`src/rtl/qam_pkg.sv`:
```
// package: opcodes, widths, a saturation helper and a result check for the q8.8 alu/mac
package qam_pkg;

    localparam int OP_W       = 4;
    localparam int DATA_W     = 16;
    localparam int ACC_W      = 32;
    localparam int FRAC_BITS_DEF = 8;

    typedef enum logic [OP_W-1:0] {
        OP_IDLE    = 4'd0,
        OP_ADD     = 4'd1,
        OP_ADD_K   = 4'd2,
        OP_SUB     = 4'd3,
        OP_SUB_ABS = 4'd4,
        OP_MUL     = 4'd5,
        OP_MUL_K   = 4'd6,
        OP_LOAD    = 4'd7,
        OP_MAC     = 4'd8
    } t_op;

    // saturate a 32-bit signed value to 16 bits
    function automatic logic signed [DATA_W-1:0] sat16(input logic signed [ACC_W-1:0] v);
        logic signed [DATA_W-1:0] res;
        if (v > 32'sd32767) begin
            res = 16'sh7FFF;
        end else if (v < -32'sd32768) begin
            res = 16'sh8000;
        end else begin
            res = v[DATA_W-1:0];
        end
        return res;
    endfunction

    // opcodes that give a result word
    function automatic logic op_has_result(input logic [OP_W-1:0] op);
        logic res;
        case (op) inside
            OP_ADD, OP_ADD_K, OP_SUB, OP_SUB_ABS,
            OP_MUL, OP_MUL_K, OP_LOAD, OP_MAC: res = 1'b1;
            default:                            res = 1'b0;
        endcase
        return res;
    endfunction

endpackage

```
`src/rtl/qam_req_if.sv`:
```
// interface: request channel carrying opcode and two q8.8 operands
interface qam_req_if;
    import qam_pkg::*;

    logic                     valid;
    logic                     ready;
    logic [OP_W-1:0]          req_type;
    logic signed [DATA_W-1:0] operand_a;
    logic signed [DATA_W-1:0] operand_b;

    modport source (output valid, req_type, operand_a, operand_b, input ready);
    modport sink   (input valid, req_type, operand_a, operand_b, output ready);
endinterface

```
`src/rtl/qam_rsp_if.sv`:
```
// interface: result channel carrying one q8.8 value
interface qam_rsp_if;
    import qam_pkg::*;

    logic                     valid;
    logic                     ready;
    logic signed [DATA_W-1:0] result_value;

    modport source (output valid, result_value, input ready);
    modport sink   (input valid, result_value, output ready);
endinterface

```
`src/rtl/q88_saturating_alu_mac.sv`:
```
// top level: q8.8 saturating alu with 32-bit multiply-accumulate
// One request word enters per cycle as long as the result side keeps taking words. Each
// word is held in the input register, and its result word then lands in the output
// register, which drives the result channel.
// Idle and unused opcodes are consumed without producing a result. Add, subtract and
// subtract-absolute saturate to 16 bits; multiply gives (a*b) >>> FRAC_BITS (rounding
// toward minus infinity) saturated to 16 bits; load returns b; mac adds the shifted
// product to a 32-bit accumulator that saturates at 32 bits and returns the new
// accumulator saturated to 16 bits. The accumulator is cleared only by reset and is
// updated as the mac word leaves the input register, so back-to-back mac words chain
// without bubbles. The single 16x16 multiply feeding the 33-bit accumulate add sets the
// cycle time of this block.
module q88_saturating_alu_mac #(
    parameter int FRAC_BITS = qam_pkg::FRAC_BITS_DEF
) (
    input  logic       i_clk,
    input  logic       i_rst_n,
    qam_req_if.sink    i_req,
    qam_rsp_if.source  o_rsp
);
    import qam_pkg::*;

    // input register
    logic                     r_s1_valid;
    logic [OP_W-1:0]          r_s1_op;
    logic signed [DATA_W-1:0] r_s1_a;
    logic signed [DATA_W-1:0] r_s1_b;

    // accumulator and output register
    logic signed [ACC_W-1:0]  r_acc;
    logic signed [ACC_W-1:0]  n_acc;
    logic                     r_out_valid;
    logic signed [DATA_W-1:0] r_out_result;
    logic signed [DATA_W-1:0] n_out_result;

    // handshake control
    logic w_produces;
    logic w_out_free;
    logic w_s1_go;
    logic w_in_ready;

    // datapath
    logic signed [ACC_W-1:0]  w_prod;
    logic signed [ACC_W-1:0]  w_shp;
    logic signed [DATA_W:0]   w_sum;
    logic signed [DATA_W:0]   w_diff;
    logic signed [DATA_W+1:0] w_dext;
    logic signed [DATA_W+1:0] w_abs;
    logic signed [ACC_W:0]    w_acc_sum;

    assign w_produces = op_has_result(r_s1_op);
    assign w_out_free = !r_out_valid || o_rsp.ready;
    // an idle word drains without needing the output side
    assign w_s1_go    = r_s1_valid && (!w_produces || w_out_free);
    assign w_in_ready = !r_s1_valid || w_s1_go;

    assign i_req.ready        = w_in_ready;
    assign o_rsp.valid        = r_out_valid;
    assign o_rsp.result_value = r_out_result;

    always_ff @(posedge i_clk) begin
        if (!i_rst_n) begin
            r_s1_valid <= 1'b0;
        end else if (w_in_ready) begin
            r_s1_valid <= i_req.valid;
        end
    end

    // payload of the input register, no reset needed
    always_ff @(posedge i_clk) begin
        if (w_in_ready && i_req.valid) begin
            r_s1_op <= i_req.req_type;
            r_s1_a  <= i_req.operand_a;
            r_s1_b  <= i_req.operand_b;
        end
    end

    // product fits 32 bits: worst case is (-2^15)^2 = 2^30
    assign w_prod = {{(ACC_W-DATA_W){r_s1_a[DATA_W-1]}}, r_s1_a}
                  * {{(ACC_W-DATA_W){r_s1_b[DATA_W-1]}}, r_s1_b};
    // arithmetic shift gives the floor, matching round toward minus infinity
    assign w_shp  = w_prod >>> FRAC_BITS;

    assign w_sum  = {r_s1_a[DATA_W-1], r_s1_a} + {r_s1_b[DATA_W-1], r_s1_b};
    assign w_diff = {r_s1_a[DATA_W-1], r_s1_a} - {r_s1_b[DATA_W-1], r_s1_b};
    assign w_dext = {w_diff[DATA_W], w_diff};
    assign w_abs  = w_dext[DATA_W+1] ? -w_dext : w_dext;

    assign w_acc_sum = {r_acc[ACC_W-1], r_acc} + {w_shp[ACC_W-1], w_shp};

    // 32-bit saturation of the accumulate: overflow when the two top bits differ
    always_comb begin
        if (w_acc_sum[ACC_W] != w_acc_sum[ACC_W-1]) begin
            n_acc = w_acc_sum[ACC_W] ? {1'b1, {(ACC_W-1){1'b0}}}
                                     : {1'b0, {(ACC_W-1){1'b1}}};
        end else begin
            n_acc = w_acc_sum[ACC_W-1:0];
        end
    end

    // result select
    always_comb begin
        unique case (r_s1_op)
            OP_ADD, OP_ADD_K: n_out_result = sat16(ACC_W'(w_sum));
            OP_SUB:           n_out_result = sat16(ACC_W'(w_diff));
            OP_SUB_ABS:       n_out_result = sat16(ACC_W'(w_abs));
            OP_MUL, OP_MUL_K: n_out_result = sat16(w_shp);
            OP_LOAD:          n_out_result = r_s1_b;
            OP_MAC:           n_out_result = sat16(n_acc);
            default:          n_out_result = r_s1_b;
        endcase
    end

    always_ff @(posedge i_clk) begin
        if (!i_rst_n) begin
            r_acc <= '0;
        end else if (w_s1_go && (r_s1_op == OP_MAC)) begin
            r_acc <= n_acc;
        end
    end

    always_ff @(posedge i_clk) begin
        if (!i_rst_n) begin
            r_out_valid <= 1'b0;
        end else if (w_s1_go && w_produces) begin
            r_out_valid <= 1'b1;
        end else if (o_rsp.ready) begin
            r_out_valid <= 1'b0;
        end
    end

    always_ff @(posedge i_clk) begin
        if (w_s1_go && w_produces) begin
            r_out_result <= n_out_result;
        end
    end

    // accumulator moves only when a mac word leaves the input register
    a_acc_only_mac: assert property (@(posedge i_clk) disable iff (!i_rst_n)
        !(w_s1_go && (r_s1_op == OP_MAC)) |=> $stable(r_acc))
        else $error("accumulator changed without a mac word");

    // a new result word appears only from a word that produces one
    a_out_source: assert property (@(posedge i_clk) disable iff (!i_rst_n)
        ($past(i_rst_n) && $rose(r_out_valid)) |-> $past(w_s1_go && w_produces))
        else $error("result word without a producing request");

    // a mac result is the saturated view of the updated accumulator
    a_mac_result: assert property (@(posedge i_clk) disable iff (!i_rst_n)
        (w_s1_go && (r_s1_op == OP_MAC)) |=> (r_out_result == sat16(r_acc)))
        else $error("mac result does not match accumulator");

endmodule

```
`src/flat_wrapper.sv`:
```
// flat-port wrapper written by rule: the top's interface ports become plain ports
module q88_saturating_alu_mac_flat import qam_pkg::*;
#(
    parameter int FRAC_BITS = qam_pkg::FRAC_BITS_DEF
)
  (i_clk, i_rst_n, i_req_valid, i_req_req_type, i_req_operand_a, i_req_operand_b, i_req_ready, o_rsp_valid, o_rsp_result_value, o_rsp_ready);
  qam_req_if i_req_i ();
  qam_rsp_if o_rsp_i ();
  input  logic i_clk;
  input  logic i_rst_n;
  input wire logic [$bits(i_req_i.valid)-1:0] i_req_valid;
  input wire logic [$bits(i_req_i.req_type)-1:0] i_req_req_type;
  input wire logic [$bits(i_req_i.operand_a)-1:0] i_req_operand_a;
  input wire logic [$bits(i_req_i.operand_b)-1:0] i_req_operand_b;
  output wire logic [$bits(i_req_i.ready)-1:0] i_req_ready;
  output wire logic [$bits(o_rsp_i.valid)-1:0] o_rsp_valid;
  output wire logic [$bits(o_rsp_i.result_value)-1:0] o_rsp_result_value;
  input wire logic [$bits(o_rsp_i.ready)-1:0] o_rsp_ready;
  assign i_req_i.valid = i_req_valid;
  assign i_req_i.req_type = i_req_req_type;
  assign i_req_i.operand_a = i_req_operand_a;
  assign i_req_i.operand_b = i_req_operand_b;
  assign i_req_ready = i_req_i.ready;
  assign o_rsp_valid = o_rsp_i.valid;
  assign o_rsp_result_value = o_rsp_i.result_value;
  assign o_rsp_i.ready = o_rsp_ready;
  q88_saturating_alu_mac #(.FRAC_BITS(FRAC_BITS)) u_core (.i_clk(i_clk), .i_rst_n(i_rst_n), .i_req(i_req_i), .o_rsp(o_rsp_i));
endmodule
```
`config.mk`:
```
export PLATFORM = sky130hd
export DESIGN_NAME = q88_saturating_alu_mac_flat
export DESIGN_NICKNAME = d
export VERILOG_FILES = /design/src/rtl/qam_pkg.sv /design/src/rtl/qam_req_if.sv /design/src/rtl/qam_rsp_if.sv /design/src/rtl/q88_saturating_alu_mac.sv /design/src/flat_wrapper.sv
export SDC_FILE = /design/constraint.sdc
export NUM_CORES = 1
export LEC_CHECK = 0
export BUFFER_PORTS_ARGS = -buffer_cell sky130_fd_sc_hd__buf_2
export CAP_MARGIN = 5
export CORE_UTILIZATION = 50
export CTS_CLUSTER_DIAMETER = 50
export DETAILED_ROUTE_END_ITERATION = 10
export PLACE_DENSITY = 0.79
export SLEW_MARGIN = 20
export SYNTH_ARGS = -nofsm -noshare
export SYNTH_HDL_FRONTEND = slang
export SYNTH_SLANG_ARGS = --single-unit
```
`constraint.sdc`:
```
create_clock -name i_clk -period 11.13 [get_ports i_clk]
set_input_delay 3.339 -clock i_clk [delete_from_list [all_inputs] [get_ports i_clk]]
set_output_delay 3.339 -clock i_clk [all_outputs]
set_load 0.01 [all_outputs]
```
==> results.json, run 1 <==
{
  "status": "finished, final reports clean",
  "area_growth_pct": 10.4,
  "placed_area_um2": 19700,
  "drc": 0,
  "clock-skew-final_ps": 23.3,
  "syn_area_um2": 18500,
  "dieArea_um2": 37800,
  "relSlewSlack_pct": 31.0,
  "endpoint_kind": "register",
  "worstPathRequired_ps": 11230,
  "fin_crit_ps": 10760,
  "path_clk_slew_ps": 70,
  "antenna_cells": 0,
  "clk_latency_ps": 390,
  "wl_per_cell_um": 20.7,
  "drt_iter0_drc": 1609,
  "yosysSeqAreaShare_pct": 12.1,
  "timing.fmax_mhz": 92.9,
  "path_buf_inv": 8,
  "avgViaCountPerCell": 5.99,
  "synth_nets": 2644,
  "yosysWarnings": 0,
  "hold-worst-slack_ps": 485,
  "cts_buffers": 9,
  "cts_tree": "done",
  "cts-root-buf": "clkbuf_16",
  "synth_edf_count": 52,
  "worst_slew_pin_slew_ps": 1030,
  "path_common_cell": "fa_1",
  "grt_antenna_before_repair": 0,
  "finalSetupTns_ps": 0,
  "rr_worst_depth": 41,
  "start_util_pct": 50.7,
  "clockBufferDepth": 2,
  "cts_sinks": 86,
  "place_congestion": 0.993,
  "whs_path_depth": 2,
  "cp_top_family": "adder cells",
  "setup_viol": 0,
  "die_h_um": 195,
  "vias": 16630,
  "numPortBuffers": 57,
  "syn_inst": 2188,
  "num-fill-cells": 3212,
  "regToRegSetupSlack_ps": 370,
  "worstSetupPathType": "reg2reg",
  "final_nets": 2757,
  "grt_max_degree": 37,
  "reg2reg_from": "u_core.r_s1_a[5]",
  "h-tree-depth": 3,
  "synth.avg_cell_area_um2": 8.47,
  "grt_use_total_pct": 30.6,
  "boundaryPins": 58,
  "drv_slew": 0,
  "fin_util_pct": 56.0,
  "crit_slowest_cell": "edfxtp_1",
  "finalInstanceArea_um2": 20500,
  "final-hold-violation-count": 0,
  "globalRouteOverflowTotal": 0,
  "wl_mm": 57.3,
  "drv_cap": 0,
  "drive_gt1_share_pct": 12.3,
  "worstPathArrival_ps": 10860,
  "min_to": "u_core.r_acc[2]",
  "crit_fanout": 9,
  "die_w_um": 195,
  "grt_pass1_vias": 16585,
  "cp-start-kind": "register",
  "yosysUniqueCellTypes": 101,
  "async_flop_share_pct": 0,
  "post-dp-hpwl_mm": 46.4,
  "hold_start": "u_core.r_acc[2]",
  "cpPeakStageDelay_ps": 570,
  "ys_seq_elements": 86,
  "core_area_um2": 36500,
  "holdCritPathClass": "reg2reg",
  "first_pass_iters": 6,
  "reg2reg_to": "u_core.o_rsp.result_value[2]",
  "synth-main-ff-cell": "edfxtp_1",
  "postCtsHoldBufs": 0,
  "fin_crit_sh_pct": 96.7,
  "rows": 70,
  "final_antenna_net_count": 0,
  "grt_pass1_wl_mm": 89.9,
  "critPathLaunch": "u_core.r_s1_a[5]"
}
Yosys cell counts, types with 6 or more instances:
cell      number  area (um^2)
a211o_1        6         52.6
a211oi_1      16          120
a21boi_0      12         90.1
a21o_1        16          120
a21oi_1       92          460
a221oi_1       7         61.3
a31oi_1       20          125
a41oi_1       14          123
and2_1       107          669
and3_1        19          119
buf_2         15         75.1
clkbuf_1      67          251
dfxtp_1       34          681
edfxtp_1      52         1560
fa_1         264         5290
ha_1         152         1900
inv_1        374         1400
nand2_1      204          766
nand2b_1      16          100
nand3_1       45          225
nand4_1       15         93.8
nor2_1       154          578
nor2b_1       17          106
nor3_1        29          145
nor3b_1       18          135
nor4_1        14         87.6
o211ai_1      24          180
o21a_1        13         97.6
o21ai_0       88          440
o21ai_1       13         65.1
o21bai_1      11         82.6
o22ai_1       14         87.6
o311a_1        6         60.1
o31ai_1        9         67.6
or2_2         12         75.1
or3_1         13         81.3
xnor2_1       50          438
xor2_1        28          245
routing by layer:
| layer | track usage [%] | vias to the layer above | routed length [um] |
|---|---|---|---|
| met3 | 3.75 | 150 | 3880 |
| li1 | - | 7500 | - |
| met4 | 12.9 | 0 | 2430 |
| met2 | 50.5 | 717 | 27300 |
| met1 | 40.6 | 8263 | 23700 |
| met5 | 0 | - | 0 |
state kept, by name (all words and copies together), names as in the netlist:
register,cells
u_core.r_s1_a,16
u_core.r_acc,32
u_core.r_s1_valid,1
u_core.r_s1_b,16
u_core.r_s1_op,4
u_core.o_rsp.result_value,16
u_core.o_rsp.valid,1
kinds of logic (layout without fill, tap and decap cells):
kind of cell / count (synthesis) / count (layout) / synth area share, %
compound gates: 438 / 438 / 16.3
xor+xnor: 78 / 78 / 3.69
fa+ha+maj: 417 / 417 / 38.8
buf+inv: 468 / 586 / 9.78
flops: 86 / 86 / 12.1
mux: 5 / 5 / 0.277
simple gates: 696 / 696 / 19.0
stage by stage:
stage	worst slack, ps	instances
floorplan	597	2188
global placement	286	2716
detailed placement	81.0	2716
CTS	60.7	2732
global route	-20.9	2774
finish	367	2774
layout make-up:
| cell class | count | area (um^2) | share of cell area [%] |
|---|---|---|---|
| timing repair buffer | 196 | 1380 | 6.73 |
| multi-input combinational | 1634 | 14500 | 71.1 |
| tap | 468 | 586 | 2.86 |
| inverter | 374 | 1410 | 6.87 |
| clock inverter | 7 | 80.1 | 0.391 |
| clock buffer | 9 | 225 | 1.10 |
| sequential | 86 | 2240 | 11.0 |
repair_timing:
item                                   CTS  global route
gates resized for setup                  0            19
setup buffers                            0            42
endpoints found under the hold margin    0             0
setup endpoints to repair                0            15
cell usage in the layout (no fill, tap or decap), types with 27 or more instances in the layout:
cell | netlist | final
a21oi_1 | 92 | 91
and2_1 | 107 | 107
buf_2 | 15 | 58
buf_4 | 5 | 134
dfxtp_1 | 34 | 34
edfxtp_1 | 52 | 52
fa_1 | 264 | 263
ha_1 | 152 | 148
inv_1 | 374 | 370
nand2_1 | 204 | 204
nand3_1 | 45 | 45
nor2_1 | 154 | 154
nor3_1 | 29 | 27
o21ai_0 | 88 | 86
xnor2_1 | 50 | 49
xor2_1 | 28 | 28
worst register-to-register path, delay by kind of cell (launching register included):
kind | cells | cell delay [ps]
adder cells (fa/ha/maj) | 10 | 4370
buffers and inverters | 8 | 940
AND/OR/NAND/NOR | 9 | 1690
XOR/XNOR | 1 | 160
AO/OA/AOI/OAI | 13 | 2770
flip-flops | 1 | 570
worst max-delay path by stage:
stage | cells after the start | end
finish | 41 | u_core.o_rsp.result_value[2]
CTS | 40 | u_core.o_rsp.result_value[2]
global placement | 42 | u_core.o_rsp.result_value[5]
global route | 42 | u_core.o_rsp.result_value[5]
floorplan | 43 | u_core.o_rsp.result_value[8]
detailed placement | 40 | u_core.o_rsp.result_value[2]
Power of run 1 is left out: the tool's default activity adds up to more than one toggle a clock period on the data nets, which glitch-free logic cannot reach.
==> run 2, diff against run 1 <==
--- a/config.mk
+++ b/config.mk
@@ -7,10 +7,10 @@
 export LEC_CHECK = 0
 export BUFFER_PORTS_ARGS = -buffer_cell sky130_fd_sc_hd__buf_2
 export CAP_MARGIN = 5
-export CORE_UTILIZATION = 50
+export CORE_UTILIZATION = 60
 export CTS_CLUSTER_DIAMETER = 50
 export DETAILED_ROUTE_END_ITERATION = 10
-export PLACE_DENSITY = 0.79
+export PLACE_DENSITY = 0.86
 export SLEW_MARGIN = 20
 export SYNTH_ARGS = -nofsm -noshare
 export SYNTH_HDL_FRONTEND = slang
==> results.json, run 2 (synthesis gave the netlist of run 1 again) <==
{
  "area_growth_pct": 10.5,
  "timing.fmax_mhz": 92.6,
  "grt_max_degree": 40,
  "fin_crit_sh_pct": 97.1,
  "cts_sinks": 86,
  "stdcell_count": 2698,
  "layout_common_cells": "inv_1, fa_1, nand2_1",
  "crit_slowest_cell": "fa_1",
  "final_nets": 2758,
  "avgViaCountPerCell": 6.42,
  "fin_crit_ps": 10800,
  "cts-root-buf": "clkbuf_16",
  "drv_cap": 0,
  "layout.cells.most_common": "inv_1",
  "clockBufferDepth": 2,
  "path_buf_inv": 8,
  "timing.critical_path.depth": 42,
  "largest-register": "u_core.r_acc",
  "rr_worst_depth": 42,
  "final-hold-violation-count": 0,
  "dieArea_um2": 31600,
  "worst_slew_pin_slew_ps": 1120,
  "holdCritPathClass": "reg2reg",
  "vias": 17320,
  "cts_buffers": 9,
  "die_h_um": 178,
  "hold-worst-slack_ps": 484,
  "drv_slew": 0,
  "wl_mm": 60.3,
  "cts_tree": "done",
  "clock-skew-final_ps": 25.8,
  "h-tree-depth": 3,
  "core_area_um2": 30000,
  "cp-start-kind": "register",
  "worstPathRequired_ps": 11220,
  "num-fill-cells": 2296,
  "post-dp-hpwl_mm": 47.3,
  "whs_path_depth": 2,
  "largest_reg_flops": 32,
  "cpPeakStageDelay_ps": 590,
  "wl_per_cell_um": 22.3,
  "dp.cells": 2637,
  "clk_latency_ps": 390,
  "rows": 63,
  "relSlewSlack_pct": 25.2,
  "first_pass_iters": 6,
  "worstSetupPathType": "reg2reg",
  "path_clk_slew_ps": 90,
  "final_antenna_net_count": 0,
  "globalRouteOverflowTotal": 0,
  "drc": 0,
  "crit_fanout": 13,
  "boundaryPins": 58,
  "grt_antenna_before_repair": 2,
  "setup_viol": 0,
  "grt_pass1_vias": 17332,
  "cp_top_family": "adder cells",
  "place_congestion": 1.01,
  "numPortBuffers": 57,
  "drive_gt1_share_pct": 12.6,
  "endpoint_kind": "register",
  "die_w_um": 178,
  "status": "finished, final reports clean",
  "grt_use_total_pct": 38.7,
  "path_common_cell": "fa_1",
  "worstPathArrival_ps": 10890,
  "drt_iter0_drc": 1876,
  "start_util_pct": 61.7,
  "grt_pass1_wl_mm": 92.6
}
run 2: area by class of cell:
class | count | area [um^2] | share of cell area (%)
well taps | 390 | 488 | 2.38
inverters | 374 | 1410 | 6.87
multi-input cells | 1634 | 14600 | 71.2
repair buffers | 197 | 1450 | 7.07
clock inverters | 5 | 43.8 | 0.214
diodes | 1 | 2.50 | 0.0122
flip-flops and latches | 86 | 2240 | 10.9
clock buffers | 11 | 264 | 1.29
run 2: per-stage QoR:
stage / utilization, % / setup WS (ps) / area (um^2) / TNS, ps
floorplan: - / 597 / 18500 / 0
global placement: 65.4 / 237 / 19600 / 0
detailed placement: 65.4 / -23.8 / 19600 / -62.6
CTS: 66.6 / 53.1 / 20000 / 0
global route: 68.2 / -51.3 / 20500 / -294
finish: 68.2 / 326 / 20500 / 0
run 2: metal layers:
layer,global-route usage (%),part of all wire [%],up-vias
met1,48.3,37,8424
met4,21.4,6.0,2
met3,9.49,11,267
met2,61.5,46,1131
met5,0,0.022,-
li1,-,-,7496
run 2: path summary, 6_finish.rpt:
check,start,slack (ps),to
max,u_core.r_s1_a[15],330,u_core.o_rsp.result_value[2]
min,u_core.r_acc[0],480,u_core.r_acc[0]
max reg2reg,u_core.r_s1_a[15],330,u_core.o_rsp.result_value[2]
min reg2reg,u_core.r_acc[0],480,u_core.r_acc[0]
run 2: what timing repair did:
item                                    CTS  global route
gates resized for setup                   1            24
endpoints found under the setup margin   13            16
buffers inserted                          6            38
hold buffers                              0             0
pin swaps                                 0             4
hold endpoints to repair                  0             0
run 2: worst reg2reg max path: cells and delay by family, from the launching register on:
family	cells	cell delay, ps
adders and majority gates	9	4100
AOI/OAI and AO/OA	15	2720
and+or+nand+nor	9	1940
buffers and inverters	8	1060
DFF	1	470
xor gates and xnor gates	1	180
Power of run 2 is left out for the same reason.
==> run 3, diff against run 2 <==
--- a/config.mk
+++ b/config.mk
@@ -11,6 +11,7 @@
 export CTS_CLUSTER_DIAMETER = 50
 export DETAILED_ROUTE_END_ITERATION = 10
 export PLACE_DENSITY = 0.86
+export REMOVE_ABC_BUFFERS = 1
 export SLEW_MARGIN = 20
 export SYNTH_ARGS = -nofsm -noshare
 export SYNTH_HDL_FRONTEND = slang
==> results.json, run 3 (synthesis gave the netlist of run 1 again) <==
{
  "status": "finished, final reports clean",
  "core_area_um2": 30000,
  "final_nets": 2755,
  "timing.fmax_mhz": 92.4,
  "grt_pass1_wl_mm": 91.5,
  "wl_per_cell_um": 21.9,
  "drv_slew": 0,
  "relSlewSlack_pct": 25.9,
  "largest-register": "u_core.r_acc",
  "clockBufferDepth": 2,
  "rows": 63,
  "globalRouteOverflowTotal": 0,
  "cts_sinks": 86,
  "endpoint_kind": "register",
  "start_util_pct": 61.7,
  "post-dp-hpwl_mm": 47.0,
  "fin_crit_ps": 10820,
  "wl_mm": 59.1,
  "fin_crit_sh_pct": 97.2,
  "wl_met3_mm": 6.04,
  "placed_area_um2": 19600,
  "final_antenna_net_count": 0,
  "grt_pass1_vias": 16864,
  "boundaryPins": 58,
  "grt_max_degree": 37,
  "place_congestion": 1.01,
  "layout.cells.most_common": "inv_1",
  "drt-met1-wl_mm": 22.5,
  "cts_tree": "done",
  "worstPathRequired_ps": 11230,
  "setup_viol": 0,
  "hold-worst-slack_ps": 479,
  "worstSetupPathType": "reg2reg",
  "largest_reg_flops": 32,
  "vias": 17042,
  "path_clk_slew_ps": 70,
  "layout_common_cells": "inv_1, fa_1, nand2_1",
  "holdCritPathClass": "reg2reg",
  "first_pass_iters": 9,
  "avgViaCountPerCell": 6.32,
  "grt_use_total_pct": 38.3,
  "drv_cap": 0,
  "drt_iter0_drc": 1698,
  "worst_slew_pin_slew_ps": 1100,
  "worstPathArrival_ps": 10920,
  "grt_antenna_before_repair": 1,
  "crit_slowest_cell": "fa_1",
  "drive_gt1_share_pct": 12.7,
  "die_w_um": 178,
  "cts-root-buf": "clkbuf_16",
  "dieArea_um2": 31600,
  "h-tree-depth": 3,
  "finalInstanceArea_um2": 20400,
  "clock-skew-final_ps": 14.5,
  "die_h_um": 178,
  "met2_length_mm": 27.1,
  "postCtsHoldBufs": 0,
  "crit_fanout": 13,
  "cpPeakStageDelay_ps": 580,
  "top_layer": "met4",
  "area_growth_pct": 10.3,
  "final-hold-violation-count": 0,
  "drc": 0,
  "numPortBuffers": 57,
  "clk_latency_ps": 380,
  "finalSetupTns_ps": 0,
  "cp-start-kind": "register",
  "cts_buffers": 9
}
==> run 3: changes by cell type in the layout (fill, tap and decap cells not counted), moves of 2 or more <==
cell     previous run  this run
nor3_2              3         1
o21ai_2             1         4
buf_12              9         5
o21ai_1            16        14
ha_2                3         5
buf_4             131       129
ha_1              148       146
buf_6               0         3
nor3_1             27        29
==> run 3: worst max-delay path, delay by kind of cell, from the launching register on <==
| family | cells | cell delay (ps) |
|---|---|---|
| XOR/XNOR | 1 | 190 |
| adder cells (fa/ha/maj) | 10 | 4310 |
| AND/OR/NAND/NOR | 10 | 2320 |
| AO/OA/AOI/OAI | 13 | 2400 |
| flip-flops | 1 | 480 |
| buffers and inverters | 8 | 830 |
==> run 3: through the flow <==
stage,util (%),worst slack (ps),cells
CTS,66.4,3.22,2653
finish,68.0,313,2695
floorplan,-,70.5,2094
detailed placement,65.3,-246,2631
global route,68.0,-32.0,2694
global placement,65.3,26.6,2631
==> run 3: layout make-up <==
| class | count | area, um^2 |
|---|---|---|
| Sequential cell | 86 | 2240 |
| Clock inverter | 7 | 56.3 |
| Fill cell | 2375 | 9600 |
| Timing Repair Buffer | 194 | 1390 |
| Antenna cell | 1 | 2.50 |
| Clock buffer | 9 | 225 |
| Multi-Input combinational cell | 1634 | 14600 |
| Tap cell | 390 | 488 |
| Inverter | 374 | 1410 |
==> run 3: per-layer routing <==
| layer | up-vias | GRT usage [%] |
|---|---|---|
| li1 | 7483 | - |
| met1 | 8332 | 49.4 |
| met2 | 1002 | 60.0 |
| met3 | 225 | 8.16 |
| met4 | 0 | 21.2 |
| met5 | - | 0 |
==> run 3: path summary, 6_finish.rpt <==
path,from,end,slack (ps),cells after the start
max,u_core.r_s1_b[7],u_core.o_rsp.result_value[6],310,42
min reg2reg,u_core.r_acc[7],u_core.r_acc[7],480,2
max reg2reg,u_core.r_s1_b[7],u_core.o_rsp.result_value[6],310,42
min,u_core.r_acc[7],u_core.r_acc[7],480,2
==> run 3: repair_timing <==
item | in CTS | in global routing
pin swaps | 0 | 3
buffers inserted | 6 | 41
gates resized for setup | 2 | 34
gates cloned | 0 | 0
endpoints found under the setup margin | 15 | 15
Power of run 3 is left out for the same reason.
